[src/hw/rtl/lcdns_pkg.sv]
// Package for the character LCD nibble sequencer: operation codes, command
// kinds, queue entry and configuration types, reset values and fixed bytes.
// No dependencies; every other file of the block but lcdns_if refers to it by scoped name.
package lcdns_pkg;

  // Operation codes of an input item; code 3 means nothing and is ignored.
  typedef enum logic [1:0] {
    OpInit  = 2'd0,
    OpClear = 2'd1,
    OpWrite = 2'd2
  } op_e;

  // Work carried from the front to the back through the queue.
  typedef enum logic [1:0] {
    KindInit  = 2'd0,
    KindClear = 2'd1,
    KindWrite = 2'd2
  } cmd_kind_e;

  typedef struct packed {
    cmd_kind_e  kind;
    logic [7:0] char_code;
  } qentry_t;

  // Command bytes sent during initialisation.
  typedef struct packed {
    logic [7:0] function_set_cmd;
    logic [7:0] shift_cmd;
    logic [7:0] display_cmd;
    logic [7:0] entry_mode_cmd;
  } cfg_t;

  // Configuration register indexes.
  localparam logic [1:0] CfgFunctionSet = 2'd0;
  localparam logic [1:0] CfgShift       = 2'd1;
  localparam logic [1:0] CfgDisplay     = 2'd2;
  localparam logic [1:0] CfgEntryMode   = 2'd3;

  localparam logic [7:0] FunctionSetReset = 8'h20;
  localparam logic [7:0] ShiftReset       = 8'h14;
  localparam logic [7:0] DisplayReset     = 8'h0C;
  localparam logic [7:0] EntryModeReset   = 8'h06;

  // Fixed bytes and nibbles of the bus sequences.
  localparam logic [7:0] ClearDisplayCmd = 8'h01;
  localparam logic [7:0] ReturnHomeCmd   = 8'h02;
  localparam logic [3:0] InitNibble      = 4'h2;

  // Step numbers within the initialisation sequence.
  localparam logic [3:0] StepClearFirst = 4'd9;
  localparam logic [3:0] StepInitLast   = 4'd12;

  // Delay codes, in units of 10 ms.
  localparam logic [1:0] WaitShort = 2'd1;
  localparam logic [1:0] WaitLong  = 2'd3;

  localparam int unsigned ColumnWidth = 5;
  localparam int unsigned LineLengthDefault = 16;
  localparam int unsigned QueueDepthDefault = 4;

endpackage

[src/hw/rtl/lcdns_if.sv]
// Valid/ready channel interfaces for the LCD nibble sequencer: the operation
// channel and the nibble channel. Depends on nothing but plain logic types.

interface lcdns_in_if;
  logic       valid;
  logic       ready;
  logic [1:0] operation;
  logic [7:0] char_code;

  modport source (output valid, operation, char_code, input ready);
  modport sink (input valid, operation, char_code, output ready);
endinterface

interface lcdns_out_if;
  logic       valid;
  logic       ready;
  logic       reg_select;
  logic [3:0] nibble_out;
  logic       wait_before;
  logic [1:0] wait_after;
  logic       last;

  modport source (output valid, reg_select, nibble_out, wait_before, wait_after, last,
                  input ready);
  modport sink (input valid, reg_select, nibble_out, wait_before, wait_after, last,
                output ready);
endinterface

[src/hw/rtl/char_lcd_nibble_sequencer.sv]
// Top level of the character LCD nibble sequencer: configuration registers,
// front, queue and back. Depends on lcdns_pkg, lcdns_if, lcdns_front,
// lcdns_queue and lcdns_back.
//
// Usage: operations (init, clear, write character) enter on in_ch and the
// resulting 4-bit bus transfers leave on out_ch, one nibble per transaction,
// with register select, delays in 10 ms units and a flag on the final nibble
// of each operation. Init yields 13 nibbles, clear 4, a character write 2;
// a dropped write or a NUL yields none.
// The front accepts one operation per cycle while the queue has room
// (QUEUE_DEPTH entries). The back's single nibble generator emits one nibble
// per cycle while queued work waits and the receiver takes each nibble.
// The first nibble of an operation passes through the queue and then the
// output register before it is valid.
// When the receiver stalls, the output register holds its nibble, the back
// stops stepping and the queue fills; in_ch.ready falls once it is full.
// Reset clears the queue, the line column and the end-of-line flag and loads
// the default command bytes; no clearing pass is needed.
// Configuration writes are taken at any cycle but should only be made while
// the block is idle.
module char_lcd_nibble_sequencer #(
  parameter int unsigned LINE_LENGTH = lcdns_pkg::LineLengthDefault,
  parameter int unsigned QUEUE_DEPTH = lcdns_pkg::QueueDepthDefault
) (
  input  logic         clk_i,
  input  logic         rst_ni,
  lcdns_in_if.sink     in_ch,
  lcdns_out_if.source  out_ch,
  input  logic         cfg_we_i,
  input  logic [1:0]   cfg_index_i,
  input  logic [7:0]   cfg_data_i
);

  lcdns_pkg::cfg_t    cfg_q;
  lcdns_pkg::qentry_t push_entry, head_entry;
  logic push, queue_full, head_valid, pop;

  // Configuration registers.
  always_ff @(posedge clk_i or negedge rst_ni) begin
    if (!rst_ni) begin
      cfg_q.function_set_cmd <= lcdns_pkg::FunctionSetReset;
      cfg_q.shift_cmd        <= lcdns_pkg::ShiftReset;
      cfg_q.display_cmd      <= lcdns_pkg::DisplayReset;
      cfg_q.entry_mode_cmd   <= lcdns_pkg::EntryModeReset;
    end else if (cfg_we_i) begin
      case (cfg_index_i)
        lcdns_pkg::CfgFunctionSet: cfg_q.function_set_cmd <= cfg_data_i;
        lcdns_pkg::CfgShift:       cfg_q.shift_cmd        <= cfg_data_i;
        lcdns_pkg::CfgDisplay:     cfg_q.display_cmd      <= cfg_data_i;
        default:                   cfg_q.entry_mode_cmd   <= cfg_data_i;
      endcase
    end
  end

  lcdns_front #(
    .LINE_LENGTH (LINE_LENGTH)
  ) u_front (
    .clk_i        (clk_i),
    .rst_ni       (rst_ni),
    .in_valid_i   (in_ch.valid),
    .in_ready_o   (in_ch.ready),
    .operation_i  (in_ch.operation),
    .char_code_i  (in_ch.char_code),
    .queue_full_i (queue_full),
    .push_o       (push),
    .push_entry_o (push_entry)
  );

  lcdns_queue #(
    .DEPTH (QUEUE_DEPTH)
  ) u_queue (
    .clk_i        (clk_i),
    .rst_ni       (rst_ni),
    .push_i       (push),
    .push_entry_i (push_entry),
    .full_o       (queue_full),
    .head_valid_o (head_valid),
    .head_entry_o (head_entry),
    .pop_i        (pop)
  );

  lcdns_back u_back (
    .clk_i         (clk_i),
    .rst_ni        (rst_ni),
    .cfg_i         (cfg_q),
    .head_valid_i  (head_valid),
    .head_entry_i  (head_entry),
    .pop_o         (pop),
    .out_valid_o   (out_ch.valid),
    .out_ready_i   (out_ch.ready),
    .reg_select_o  (out_ch.reg_select),
    .nibble_out_o  (out_ch.nibble_out),
    .wait_before_o (out_ch.wait_before),
    .wait_after_o  (out_ch.wait_after),
    .last_o        (out_ch.last)
  );

`ifndef ASSERT_OFF
  // Only the opening nibble of init waits beforehand, and it is command 0x2.
  assert property (@(posedge clk_i) disable iff (!rst_ni)
    out_ch.valid && out_ch.wait_before |->
      !out_ch.reg_select && (out_ch.nibble_out == lcdns_pkg::InitNibble) && !out_ch.last)
    else $error("wait_before on a nibble other than the init opener");

  // Data nibbles always carry a short wait after them.
  assert property (@(posedge clk_i) disable iff (!rst_ni)
    out_ch.valid && out_ch.reg_select |->
      !out_ch.wait_before && (out_ch.wait_after == lcdns_pkg::WaitShort))
    else $error("data nibble with wrong delays");

  // A long wait only follows the low nibble of a clear or home command.
  assert property (@(posedge clk_i) disable iff (!rst_ni)
    out_ch.valid && (out_ch.wait_after == lcdns_pkg::WaitLong) |->
      !out_ch.reg_select && ((out_ch.nibble_out == lcdns_pkg::ClearDisplayCmd[3:0]) ||
                             (out_ch.nibble_out == lcdns_pkg::ReturnHomeCmd[3:0])))
    else $error("long wait on an unexpected nibble");

  // The queue is never pushed while full.
  assert property (@(posedge clk_i) disable iff (!rst_ni)
    queue_full |-> !push)
    else $error("push into a full queue");
`endif

endmodule

[src/hw/rtl/lcdns_front.sv]
// Front of the LCD nibble sequencer: accepts operations, tracks the line
// column and the end-of-line flag, and queues the work that yields nibbles.
// Depends on lcdns_pkg.
module lcdns_front #(
  parameter int unsigned LINE_LENGTH = lcdns_pkg::LineLengthDefault
) (
  input  logic                clk_i,
  input  logic                rst_ni,
  input  logic                in_valid_i,
  output logic                in_ready_o,
  input  logic [1:0]          operation_i,
  input  logic [7:0]          char_code_i,
  input  logic                queue_full_i,
  output logic                push_o,
  output lcdns_pkg::qentry_t  push_entry_o
);

  localparam logic [lcdns_pkg::ColumnWidth-1:0] LineLen =
    lcdns_pkg::ColumnWidth'(LINE_LENGTH);

  logic [lcdns_pkg::ColumnWidth-1:0] column_q, column_d;
  logic line_ended_q, line_ended_d;
  logic accept;

  assign in_ready_o = !queue_full_i;
  assign accept     = in_valid_i && !queue_full_i;

  // Classify the operation and update the line state at acceptance.
  always_comb begin
    column_d               = column_q;
    line_ended_d           = line_ended_q;
    push_o                 = 1'b0;
    push_entry_o.kind      = lcdns_pkg::KindWrite;
    push_entry_o.char_code = char_code_i;
    if (accept) begin
      case (operation_i)
        lcdns_pkg::OpInit: begin
          push_o            = 1'b1;
          push_entry_o.kind = lcdns_pkg::KindInit;
          column_d          = '0;
          line_ended_d      = 1'b0;
        end
        lcdns_pkg::OpClear: begin
          push_o            = 1'b1;
          push_entry_o.kind = lcdns_pkg::KindClear;
          column_d          = '0;
          line_ended_d      = 1'b0;
        end
        lcdns_pkg::OpWrite: begin
          if (!line_ended_q && (column_q < LineLen)) begin
            if (char_code_i == 8'h00) begin
              line_ended_d = 1'b1;
            end else begin
              push_o   = 1'b1;
              column_d = column_q + 1'b1;
            end
          end
        end
        default: begin
        end
      endcase
    end
  end

  always_ff @(posedge clk_i or negedge rst_ni) begin
    if (!rst_ni) begin
      column_q     <= '0;
      line_ended_q <= 1'b0;
    end else begin
      column_q     <= column_d;
      line_ended_q <= line_ended_d;
    end
  end

endmodule

[src/hw/rtl/lcdns_queue.sv]
// Short first-in first-out queue between the front and the back of the
// LCD nibble sequencer. Depends on lcdns_pkg for the entry type.
module lcdns_queue #(
  parameter int unsigned DEPTH = lcdns_pkg::QueueDepthDefault
) (
  input  logic               clk_i,
  input  logic               rst_ni,
  input  logic               push_i,
  input  lcdns_pkg::qentry_t push_entry_i,
  output logic               full_o,
  output logic               head_valid_o,
  output lcdns_pkg::qentry_t head_entry_o,
  input  logic               pop_i
);

  localparam int unsigned PtrW = (DEPTH > 1) ? $clog2(DEPTH) : 1;
  localparam int unsigned CntW = $clog2(DEPTH + 1);
  localparam logic [PtrW-1:0] LastPtr = PtrW'(DEPTH - 1);
  localparam logic [CntW-1:0] FullCnt = CntW'(DEPTH);

  lcdns_pkg::qentry_t mem_q [DEPTH];
  logic [PtrW-1:0] wr_ptr_q, wr_ptr_d, rd_ptr_q, rd_ptr_d;
  logic [CntW-1:0] count_q, count_d;
  logic do_pop;

  assign full_o       = (count_q == FullCnt);
  assign head_valid_o = (count_q != '0);
  assign head_entry_o = mem_q[rd_ptr_q];
  assign do_pop       = pop_i && head_valid_o;

  // Pointer and fill count bookkeeping.
  always_comb begin
    wr_ptr_d = wr_ptr_q;
    rd_ptr_d = rd_ptr_q;
    count_d  = count_q;
    if (push_i) begin
      wr_ptr_d = (wr_ptr_q == LastPtr) ? '0 : wr_ptr_q + 1'b1;
    end
    if (do_pop) begin
      rd_ptr_d = (rd_ptr_q == LastPtr) ? '0 : rd_ptr_q + 1'b1;
    end
    if (push_i && !do_pop) begin
      count_d = count_q + 1'b1;
    end else if (!push_i && do_pop) begin
      count_d = count_q - 1'b1;
    end
  end

  always_ff @(posedge clk_i or negedge rst_ni) begin
    if (!rst_ni) begin
      wr_ptr_q <= '0;
      rd_ptr_q <= '0;
      count_q  <= '0;
    end else begin
      wr_ptr_q <= wr_ptr_d;
      rd_ptr_q <= rd_ptr_d;
      count_q  <= count_d;
    end
  end

  // Entry storage; the front only pushes when the queue is not full.
  always_ff @(posedge clk_i) begin
    if (push_i) begin
      mem_q[wr_ptr_q] <= push_entry_i;
    end
  end

endmodule

[src/hw/rtl/lcdns_back.sv]
// Back of the LCD nibble sequencer: steps through the nibbles of the queued
// work and holds each in an output register until it is taken.
// Depends on lcdns_pkg.
module lcdns_back (
  input  logic               clk_i,
  input  logic               rst_ni,
  input  lcdns_pkg::cfg_t    cfg_i,
  input  logic               head_valid_i,
  input  lcdns_pkg::qentry_t head_entry_i,
  output logic               pop_o,
  output logic               out_valid_o,
  input  logic               out_ready_i,
  output logic               reg_select_o,
  output logic [3:0]         nibble_out_o,
  output logic               wait_before_o,
  output logic [1:0]         wait_after_o,
  output logic               last_o
);

  logic [3:0] step_q;
  logic [3:0] seq_step;
  logic [2:0] cmd_off;
  logic [7:0] cfg_byte;
  logic       out_valid_q;
  logic       rs_q, wb_q, last_q;
  logic [3:0] nib_q;
  logic [1:0] wa_q;
  logic       advance;
  logic       rs_n, wb_n, last_n;
  logic [3:0] nib_n;
  logic [1:0] wa_n;

  assign advance = head_valid_i && (!out_valid_q || out_ready_i);
  assign pop_o   = advance && last_n;

  // A clear runs the tail of the initialisation sequence.
  assign seq_step = (head_entry_i.kind == lcdns_pkg::KindClear) ?
                    (step_q + lcdns_pkg::StepClearFirst) : step_q;
  assign cmd_off  = 3'(seq_step - 4'd1);

  always_comb begin
    case (cmd_off[2:1])
      lcdns_pkg::CfgFunctionSet: cfg_byte = cfg_i.function_set_cmd;
      lcdns_pkg::CfgShift:       cfg_byte = cfg_i.shift_cmd;
      lcdns_pkg::CfgDisplay:     cfg_byte = cfg_i.display_cmd;
      default:                   cfg_byte = cfg_i.entry_mode_cmd;
    endcase
  end

  // Nibble generator for the current step.
  always_comb begin
    rs_n   = 1'b0;
    wb_n   = 1'b0;
    wa_n   = lcdns_pkg::WaitShort;
    nib_n  = lcdns_pkg::InitNibble;
    last_n = 1'b0;
    if (head_entry_i.kind == lcdns_pkg::KindWrite) begin
      rs_n   = 1'b1;
      last_n = step_q[0];
      nib_n  = step_q[0] ? head_entry_i.char_code[3:0] : head_entry_i.char_code[7:4];
    end else begin
      last_n = (seq_step == lcdns_pkg::StepInitLast);
      case (seq_step) inside
        4'd0: begin
          wb_n  = 1'b1;
          nib_n = lcdns_pkg::InitNibble;
        end
        [4'd1:4'd8]: begin
          nib_n = seq_step[0] ? cfg_byte[7:4] : cfg_byte[3:0];
        end
        4'd9: begin
          nib_n = lcdns_pkg::ClearDisplayCmd[7:4];
        end
        4'd10: begin
          nib_n = lcdns_pkg::ClearDisplayCmd[3:0];
          wa_n  = lcdns_pkg::WaitLong;
        end
        4'd11: begin
          nib_n = lcdns_pkg::ReturnHomeCmd[7:4];
        end
        default: begin
          nib_n = lcdns_pkg::ReturnHomeCmd[3:0];
          wa_n  = lcdns_pkg::WaitLong;
        end
      endcase
    end
  end

  // Step counter and output handshake state.
  always_ff @(posedge clk_i or negedge rst_ni) begin
    if (!rst_ni) begin
      step_q      <= '0;
      out_valid_q <= 1'b0;
    end else begin
      if (advance) begin
        out_valid_q <= 1'b1;
        step_q      <= last_n ? 4'd0 : step_q + 4'd1;
      end else if (out_ready_i) begin
        out_valid_q <= 1'b0;
      end
    end
  end

  // Output payload register.
  always_ff @(posedge clk_i) begin
    if (advance) begin
      rs_q   <= rs_n;
      nib_q  <= nib_n;
      wb_q   <= wb_n;
      wa_q   <= wa_n;
      last_q <= last_n;
    end
  end

  assign out_valid_o   = out_valid_q;
  assign reg_select_o  = rs_q;
  assign nibble_out_o  = nib_q;
  assign wait_before_o = wb_q;
  assign wait_after_o  = wa_q;
  assign last_o        = last_q;

endmodule
[src/flat_wrapper.sv]
// flat-port wrapper written by rule: the top's interface ports become plain ports
module char_lcd_nibble_sequencer_flat 
#(
  parameter int unsigned LINE_LENGTH = lcdns_pkg::LineLengthDefault,
  parameter int unsigned QUEUE_DEPTH = lcdns_pkg::QueueDepthDefault
)
  (clk_i, rst_ni, cfg_we_i, cfg_index_i, cfg_data_i, in_ch_valid, in_ch_operation, in_ch_char_code, in_ch_ready, out_ch_valid, out_ch_reg_select, out_ch_nibble_out, out_ch_wait_before, out_ch_wait_after, out_ch_last, out_ch_ready);
  lcdns_in_if in_ch_i ();
  lcdns_out_if out_ch_i ();
  input  logic clk_i;
  input  logic rst_ni;
  input  logic cfg_we_i;
  input  logic [1:0] cfg_index_i;
  input  logic [7:0] cfg_data_i;
  input wire logic [$bits(in_ch_i.valid)-1:0] in_ch_valid;
  input wire logic [$bits(in_ch_i.operation)-1:0] in_ch_operation;
  input wire logic [$bits(in_ch_i.char_code)-1:0] in_ch_char_code;
  output wire logic [$bits(in_ch_i.ready)-1:0] in_ch_ready;
  output wire logic [$bits(out_ch_i.valid)-1:0] out_ch_valid;
  output wire logic [$bits(out_ch_i.reg_select)-1:0] out_ch_reg_select;
  output wire logic [$bits(out_ch_i.nibble_out)-1:0] out_ch_nibble_out;
  output wire logic [$bits(out_ch_i.wait_before)-1:0] out_ch_wait_before;
  output wire logic [$bits(out_ch_i.wait_after)-1:0] out_ch_wait_after;
  output wire logic [$bits(out_ch_i.last)-1:0] out_ch_last;
  input wire logic [$bits(out_ch_i.ready)-1:0] out_ch_ready;
  assign in_ch_i.valid = in_ch_valid;
  assign in_ch_i.operation = in_ch_operation;
  assign in_ch_i.char_code = in_ch_char_code;
  assign in_ch_ready = in_ch_i.ready;
  assign out_ch_valid = out_ch_i.valid;
  assign out_ch_reg_select = out_ch_i.reg_select;
  assign out_ch_nibble_out = out_ch_i.nibble_out;
  assign out_ch_wait_before = out_ch_i.wait_before;
  assign out_ch_wait_after = out_ch_i.wait_after;
  assign out_ch_last = out_ch_i.last;
  assign out_ch_i.ready = out_ch_ready;
  char_lcd_nibble_sequencer #(.LINE_LENGTH(LINE_LENGTH), .QUEUE_DEPTH(QUEUE_DEPTH)) u_core (.clk_i(clk_i), .rst_ni(rst_ni), .in_ch(in_ch_i), .out_ch(out_ch_i), .cfg_we_i(cfg_we_i), .cfg_index_i(cfg_index_i), .cfg_data_i(cfg_data_i));
endmodule
[config.mk]
export PLATFORM = sky130hd
export DESIGN_NAME = char_lcd_nibble_sequencer_flat
export DESIGN_NICKNAME = d
export VERILOG_FILES = /design/src/hw/rtl/lcdns_pkg.sv /design/src/hw/rtl/lcdns_if.sv /design/src/hw/rtl/char_lcd_nibble_sequencer.sv /design/src/hw/rtl/lcdns_front.sv /design/src/hw/rtl/lcdns_queue.sv /design/src/hw/rtl/lcdns_back.sv /design/src/flat_wrapper.sv
export SDC_FILE = /design/constraint.sdc
export NUM_CORES = 1
export LEC_CHECK = 0
export BUFFER_PORTS_ARGS = -buffer_cell sky130_fd_sc_hd__buf_2
export CAP_MARGIN = 40
export CORE_AREA = 2 2 122 124
export CTS_CLUSTER_DIAMETER = 120
export DETAILED_ROUTE_END_ITERATION = 8
export DIE_AREA = 0 0 124 126
export PLACE_DENSITY = 0.47
export SLEW_MARGIN = 20
export SYNTH_ARGS = -nofsm -noshare
export SYNTH_HDL_FRONTEND = slang
export SYNTH_SLANG_ARGS = --single-unit
[constraint.sdc]
create_clock -name clk_i -period 12.2 [get_ports clk_i]
set_clock_uncertainty 0.15 [all_clocks]
set_input_delay 1.22 -clock clk_i [delete_from_list [all_inputs] [get_ports clk_i]]
set_output_delay 1.22 -clock clk_i [all_outputs]
set_load 0.01 [all_outputs]
==> results of run 1 <==
## Yosys cell counts (all sizes together), types with 11 or more instances
| cell type | count |
|---|---|
| edfxtp | 48 |
| dfrtp | 43 |
| mux2 | 37 |
| nand2 | 17 |
| inv | 16 |
| mux4 | 16 |
| nor2 | 15 |
| ha | 12 |
| mux2i | 11 |
## power by group through the flow
stage	Combinational [uW]	Sequential (uW)	Clock, uW
2_1_floorplan	429	482	0
3_3_place_gp	535	510	0
3_5_place_dp	542	509	0
4_1_cts	546	503	316
5_1_grt	597	513	333
6_report	539	502	308
## cell type report
cell class                      count  area (sq um)  share of cell area [%]
Tap cell                          184           230                    4.30
Timing Repair Buffer               43           241                    4.51
Clock inverter                      7           100                    1.87
Clock buffer                        9           225                    4.20
Inverter                           16          60.1                    1.12
Sequential cell                    98          2700                    50.4
Multi-Input combinational cell    184          1800                    33.6
## flip-flops by register name (all words and copies together) (netlist names), 2 cells and up
signal	flops
u_core.u_queue.mem_q	40
u_core.cfg_q	32
u_core.u_front.column_q	5
u_core.u_back.nibble_out_o	4
u_core.u_back.step_q	4
u_core.u_queue.count_q	3
u_core.u_queue.rd_ptr_q	2
u_core.u_queue.wr_ptr_q	2
## kinds of logic after synthesis
group,Yosys count,share of synthesized area (%)
compound gates,30,5.12
buf+inv,26,2.57
fa+ha+maj,13,3.68
mux,64,19.9
flops,98,58.5
xor+xnor,12,2.28
other cells,1,0.0812
simple gates,64,7.85
## worst paths after layout
check	start	to	slack (ns)
setup / recovery	u_core.u_queue.rd_ptr_q[0]$_DFFE_PN0P_	u_core.u_back.nibble_out_o[1]$_DFFE_PP_	7.90
max in group asynchronous	rst_ni	u_core.u_queue.rd_ptr_q[0]$_DFFE_PN0P_	10.62
hold reg to reg	u_core.u_queue.count_q[2]$_DFFE_PN0P_	u_core.u_queue.count_q[2]$_DFFE_PN0P_	0.35
setup reg to reg	u_core.u_queue.rd_ptr_q[0]$_DFFE_PN0P_	u_core.u_back.nibble_out_o[1]$_DFFE_PP_	7.90
hold / removal	u_core.u_queue.count_q[2]$_DFFE_PN0P_	u_core.u_queue.count_q[2]$_DFFE_PN0P_	0.35
min in group asynchronous	rst_ni	u_core.cfg_q[4]$_DFFE_PN0P_	0.85
## metal layers
metal,up-vias,GRT usage (%),part of all wire (%)
li1,1249,-,-
met3,11,3.85,3.5
met1,1328,17.1,47
met5,-,0,0
met4,0,4.63,1.7
met2,35,19.6,48
## metrics by stage
step | hold slack [ns] | std cells | area [sq um] | worst slack, ns
after floorplan | 0.307 | 308 | 4620 | 8.32
after global placement | 0.335 | 521 | 5000 | 7.92
after detailed placement | 0.338 | 525 | 5030 | 7.87
after CTS | 0.343 | 541 | 5360 | 7.84
after global routing | 0.356 | 541 | 5360 | 7.52
final | 0.347 | 541 | 5360 | 7.90
==> results.md, run 1 <==
* Crit path largest cell delay at between 0.8 and 0.9 ns
* Initial antenna violation count at 0
* Crit-path max FO at 17
* Outcome: completed
* Commonest cells after routing, fill and taps aside: 48 x edfxtp_1, 43 x dfrtp_1, 37 x mux2_2, 34 x buf_2, 17 x nand2_1
* Maxcap violations at 0
* Netlist cell types at 51
* Width of the die at 124 um
* Worst-Margin Slew at 0.745 ns
* Commonest non-fill, non-tap cell in the layout: edfxtp_1
* Die Footprint at 0.0156 sq mm
* Site row count at between 40 and 50
* Resized cells post-CTS at 0
* Initial DRC Count at approximately 180
* Synthesized Nets at between 300 and 400
* R2r worst-path depth at 12
* Syn Inst Count at approximately 310
* CTS tree: built
* Post-synth ARST share at 51.0%
* Pin count of the biggest net entering global routing at 51
* F_max at 232 MHz
* Final setup vio count at 0
* Power share of the combinational group at 40.0%
* Worst-Skew Late Latency at between 0.3 and 0.4 ns
* Number of flops mapped to enable cells by yosys at 48
* Post-synthesis sequential area ratio at 58.5%
* Total grt overflow at 0
* Final core utilization at around 37%
* Top cell type's share of synthesized area at 31.2%
* PortBufs at 34
* Root Buffer Master: clkbuf_16
* RSZ-0062 raised after global routing: no
* Yosys warnings at 0
* Via count at 2,623
* IO Pins at 36
* Setup TNS at 0 ns
* Setup crit start kind: flip-flop
* Total wire length at 9010 um
* CTS Buf Count at 9
* Max Slew Vio Count at 0
* Final hold violation count at 0
* Vias in the first global route at 2,778
* Sw Share at a little over a third
* Final period utilization at a little over a third
* Worst vdd ir at 0.0000963 V
* Internal power at 880 uW
* Ratio of cells with drive above 1 in the final layout at around 33%
* Data required, critical path at 12.12 ns
* Tightest Hold Check Type: reg2reg
* Cell with the most instances on the worst path: xnor2_1
* Wirelength per Cell at 16.7 um
* Synth Register Bits at 98
* Post-detail-place hpwl at 6350 um
* WS Path Type: reg2reg
* Placer Congestion at 0.732
* Switch Pwr at 469 uW
* Sequential power share at between 30% and 40%
* Post-layout power at 1350 uW
* Clock-pin slew on the worst setup and hold paths at about 0.07 ns
* Cells along the critical path: nor4bb_2 > nor4_2 > xnor2_1 > buf_4 > inv_1 > ha_1 > xnor2_1 > xnor2_1 > buf_4 > mux4_1 > mux2i_1 > a31oi_1
* First-pass GRT wire length at 14,900 um
* Initial core utilization at 32.3%
* CP endpoint kind: flip-flop
* P per Cell Area at 252 mW/mm^2
* Gr usage total at 12.7%
* Synthesized area at 0.00462 sq mm
* Synth area leader: edfxtp_1
* Synth Flop Type: edfxtp_1
* Relative slew slack at 50.3%
* Routed Antenna Nets at 0
* Mean post-synth cell area at roughly 15 sq um
* Filler cells at 1,364
* H-tree Lvls at 3
* CP Buf/Inv Count at 3
* Hold depth at 1
* Vias/cell at 4.85
* CP Depth at 12
* CP delay by family, top: flip-flops
* Core area at 0.0143 sq mm
* Detailed Routing Iterations Pass 1 at 4
* Area Growth Syn to Fin at 16.0%
* # DRC at 0
* Setup bufs post-CTS at 0
* Slowest cell on crit path: dfrtp_1
* Clock power share at 22.8%
* Minimum clock period at 4.30 ns
* CTS hold repair buffers at 0
* ANT cells at 0
* Fin nets at 390
* Most area-consuming cells after synthesis: edfxtp_1 31%, dfrtp_1 23%, mux2_2 9.0%
* DIE HEIGHT at 126 um
* Leakage at 0.00216 uW
* Sink Count at 98
* WP data arrival at 4.22 ns
* Clock Path Buffers at 2
No activity file was read; power rests on OpenSTA's default activity.
==> inputs of run 2 (changes only) <==
Settings changed: PLACE_DENSITY 0.47 to 0.49.
Clock period 12.2 ns to 3.7 ns, I/O delays scaled along.
==> run 2 against run 1 <==
- total power rose to 3.4 times the previous value
- via count increased by 3.1%
- utilization grew 1.2 points
- combinational power rose to 3.7 times the previous value
- sequential share of layout area decreased by 1.5 points
- global-route usage is 0.13 points higher
- setup slack lost 7.6 ns
- final cell count increased by 3.0%
- fmax rose by 25%
==> results.md, run 2 (synthesized netlist as in run 1, its figures left out) <==
* H-tree Lvls at 3 (unchanged)
* Core area at 0.0143 sq mm (unchanged)
* Commonest non-fill, non-tap cell in the layout: edfxtp_1
* Worst vdd ir at 0.000280 V (+190%)
* Clock Path Buffers at 2 (unchanged)
* Total wire length at 9210 um (+2.1%)
* Worst-Skew Late Latency at 0.35 ns (about the same)
* Max Slew Vio Count at 0 (unchanged)
* Outcome: completed
* RSZ-0062 raised after global routing: no
* Total grt overflow at 0 (unchanged)
* Area Growth Syn to Fin at 19.7%
* P per Cell Area at 831 mW/mm^2 (+230%)
* IO Pins at 36 (unchanged)
* Routed Antenna Nets at 0 (unchanged)
* Data required, critical path at 3.82 ns (-8.30 ns)
* Site row count at 44 (unchanged)
* DIE HEIGHT at 126 um (unchanged)
* Post-layout power at 4600 uW (+240%)
* Filler cells at 1,362 (-0.15%)
* First-pass GRT wire length at 15,000 um (+0.32%)
* R2r worst-path depth at 15 (+3)
* Vias/cell at 4.86 (+0.16%)
* Clock-pin slew on the worst setup and hold paths at 0.06 ns (about the same)
* Final hold violation count at 0 (unchanged)
* PortBufs at 34 (unchanged)
* Vias in the first global route at 2,772 (-0.22%)
* Maxcap violations at 0 (unchanged)
* Initial antenna violation count at 0 (unchanged)
* Top Registers: u_core.u_queue.mem_q: 40 flops, u_core.cfg_q: 32 flops, u_core.u_front.column_q: 5 flops
* Crit-path max FO at 6 (-11)
* Reg2Reg Setup Slack at 0.25 ns (-7.64 ns)
* Fin nets at 406 (+4.1%)
* Pre-CTS setup slack at -0.0789 ns (-7.95 ns)
* WP data arrival at 3.57 ns (-0.65 ns)
* Wirelength per Cell at 16.5 um (-0.79%)
* Largest register FFs at 40 (unchanged)
* Post-detail-place hpwl at 6900 um (+8.5%)
* Worst-Margin Slew at 0.559 ns (-0.186 ns)
* Via count at 2,705 (+3.1%)
* Detailed Routing Iterations Pass 1 at 4 (unchanged)
* CTS tree: built
* Initial core utilization at 32.3% (unchanged)
* Gr usage total at 12.9% (+0.13 points)
* Ratio of cells with drive above 1 in the final layout at 36.2% (+3.4 points)
* WS Path Type: reg2reg
* Root Buffer Master: clkbuf_16
* WHS Endpoint: u_core.u_queue.mem_q[2][7]$_DFFE_PP_
* Width of the die at 124 um (unchanged)
* Die Footprint at 0.0156 sq mm (unchanged)
* CTS Buf Count at 9 (unchanged)
* Tightest Hold Check Type: in2reg
* Min-delay src: in_ch_char_code[7]
* ANT cells at 0 (unchanged)
* Setup crit start kind: flip-flop
* FF-to-FF End: u_core.u_queue.count_q[2]$_DFFE_PN0P_
* CP endpoint kind: flip-flop
* F_max at 290 MHz (+25%)
* Placer Congestion at 0.745 (+1.8%)
* Initial DRC Count at 83 (-55%)
* Final setup vio count at 0 (unchanged)
* Relative slew slack at 62.6% (+12 points)
* Worst r2r src: u_core.u_queue.rd_ptr_q[0]$_DFFE_PN0P_
* Minimum clock period at 3.45 ns (-0.855 ns)
* Fin Hold WS at 0.108 ns (-0.238 ns)
* # DRC at 0 (unchanged)
* Setup ws final at 0.251 ns (-7.64 ns)
* Leakage at 0.00226 uW (+4.6%)
* Sink Count at 98 (unchanged)
* Hold depth at 1 (unchanged)
* Top reg by flops: u_core.u_queue.mem_q
* Final period utilization at 93.2% (+58 points)
* Pin count of the biggest net entering global routing at 21 (-59%)
* Commonest cells after routing, fill and taps aside: 48 x edfxtp_1, 41 x dfrtp_1, 37 x mux2_2, 34 x buf_2, 23 x buf_4
## run 2: how the worst max path moves through the flow
stage	startpoint	endpoint	slack [ns]	cells after the start
6_report	u_core.u_queue.rd_ptr_q[0]$_DFFE_PN0P_	u_core.u_queue.count_q[2]$_DFFE_PN0P_	0.25	15
5_1_grt	u_core.u_queue.rd_ptr_q[0]$_DFFE_PN0P_	u_core.u_queue.count_q[2]$_DFFE_PN0P_	0.02	15
4_1_cts	u_core.u_queue.rd_ptr_q[0]$_DFFE_PN0P_	u_core.u_queue.count_q[1]$_DFFE_PN0P_	0.12	13
2_1_floorplan	u_core.u_queue.rd_ptr_q[1]$_DFFE_PN0P_	u_core.u_queue.count_q[2]$_DFFE_PN0P_	0.008	17
3_3_place_gp	u_core.u_queue.rd_ptr_q[0]$_DFFE_PN0P_	u_core.u_back.nibble_out_o[1]$_DFFE_PP_	0.04	10
3_5_place_dp	u_core.u_queue.rd_ptr_q[0]$_DFFE_PN0P_	u_core.u_back.nibble_out_o[1]$_DFFE_PP_	-0.08	10
## run 2: area by class of cell
type                            count  area (sq um)  area share [%]
Multi-Input combinational cell    184          1850            33.4
Timing Repair Buffer               59           380            6.88
Clock buffer                       10           229            4.14
Inverter                           16          60.1            1.09
Tap cell                          184           230            4.16
Sequential cell                    98          2700            48.9
Clock inverter                      6          81.3            1.47
## run 2: what timing repair did
action | 4_1_cts | 5_1_grt
gates cloned | 0 | 0
setup buffers | 0 | 2
hold endpoints to repair | 14 | 0
hold buffers | 1 | 0
endpoints found under the setup margin | 3 | 5
resized for setup | 1 | 2
pin swaps | 0 | 2
## run 2: per-stage QoR
step	util [%]	std cells	instance area [sq um]	TNS, ns
after CTS	38.5	555	5510	0
final	38.6	557	5530	0
after floorplan	-	308	4660	0
after global placement	35.8	533	5130	0
after global routing	38.6	557	5530	0
after detailed placement	36.2	538	5180	-0.109
## run 2: where the power goes
| group | internal, uW | switching, uW |
|---|---|---|
| clock network | 587 | 381 |
| registers | 1450 | 175 |
| logic | 1020 | 980 |
| total | 3060 | 1540 |
## run 2: metal layers
layer	part of all wire, %	global-route usage [%]	vias up
met2	47	19.9	34
met4	2.2	5.95	0
li1	-	-	1283
met5	0	0	-
met1	48	17.4	1374
met3	3.0	2.49	14
## run 2: critical path, cell delays in order (launching register included)
cell and delay, ns:
dfrtp_2 0.47, and4b_4 0.25, nor4_2 0.33, xnor2_1 0.18, inv_1 0.09, ha_1 0.23
buf_4 0.17, a32oi_4 0.26, nor2_2 0.08, inv_1 0.07, ha_1 0.17, inv_1 0.07
fa_1 0.42, xor2_1 0.17, nor2_1 0.11, xor2_1 0.15
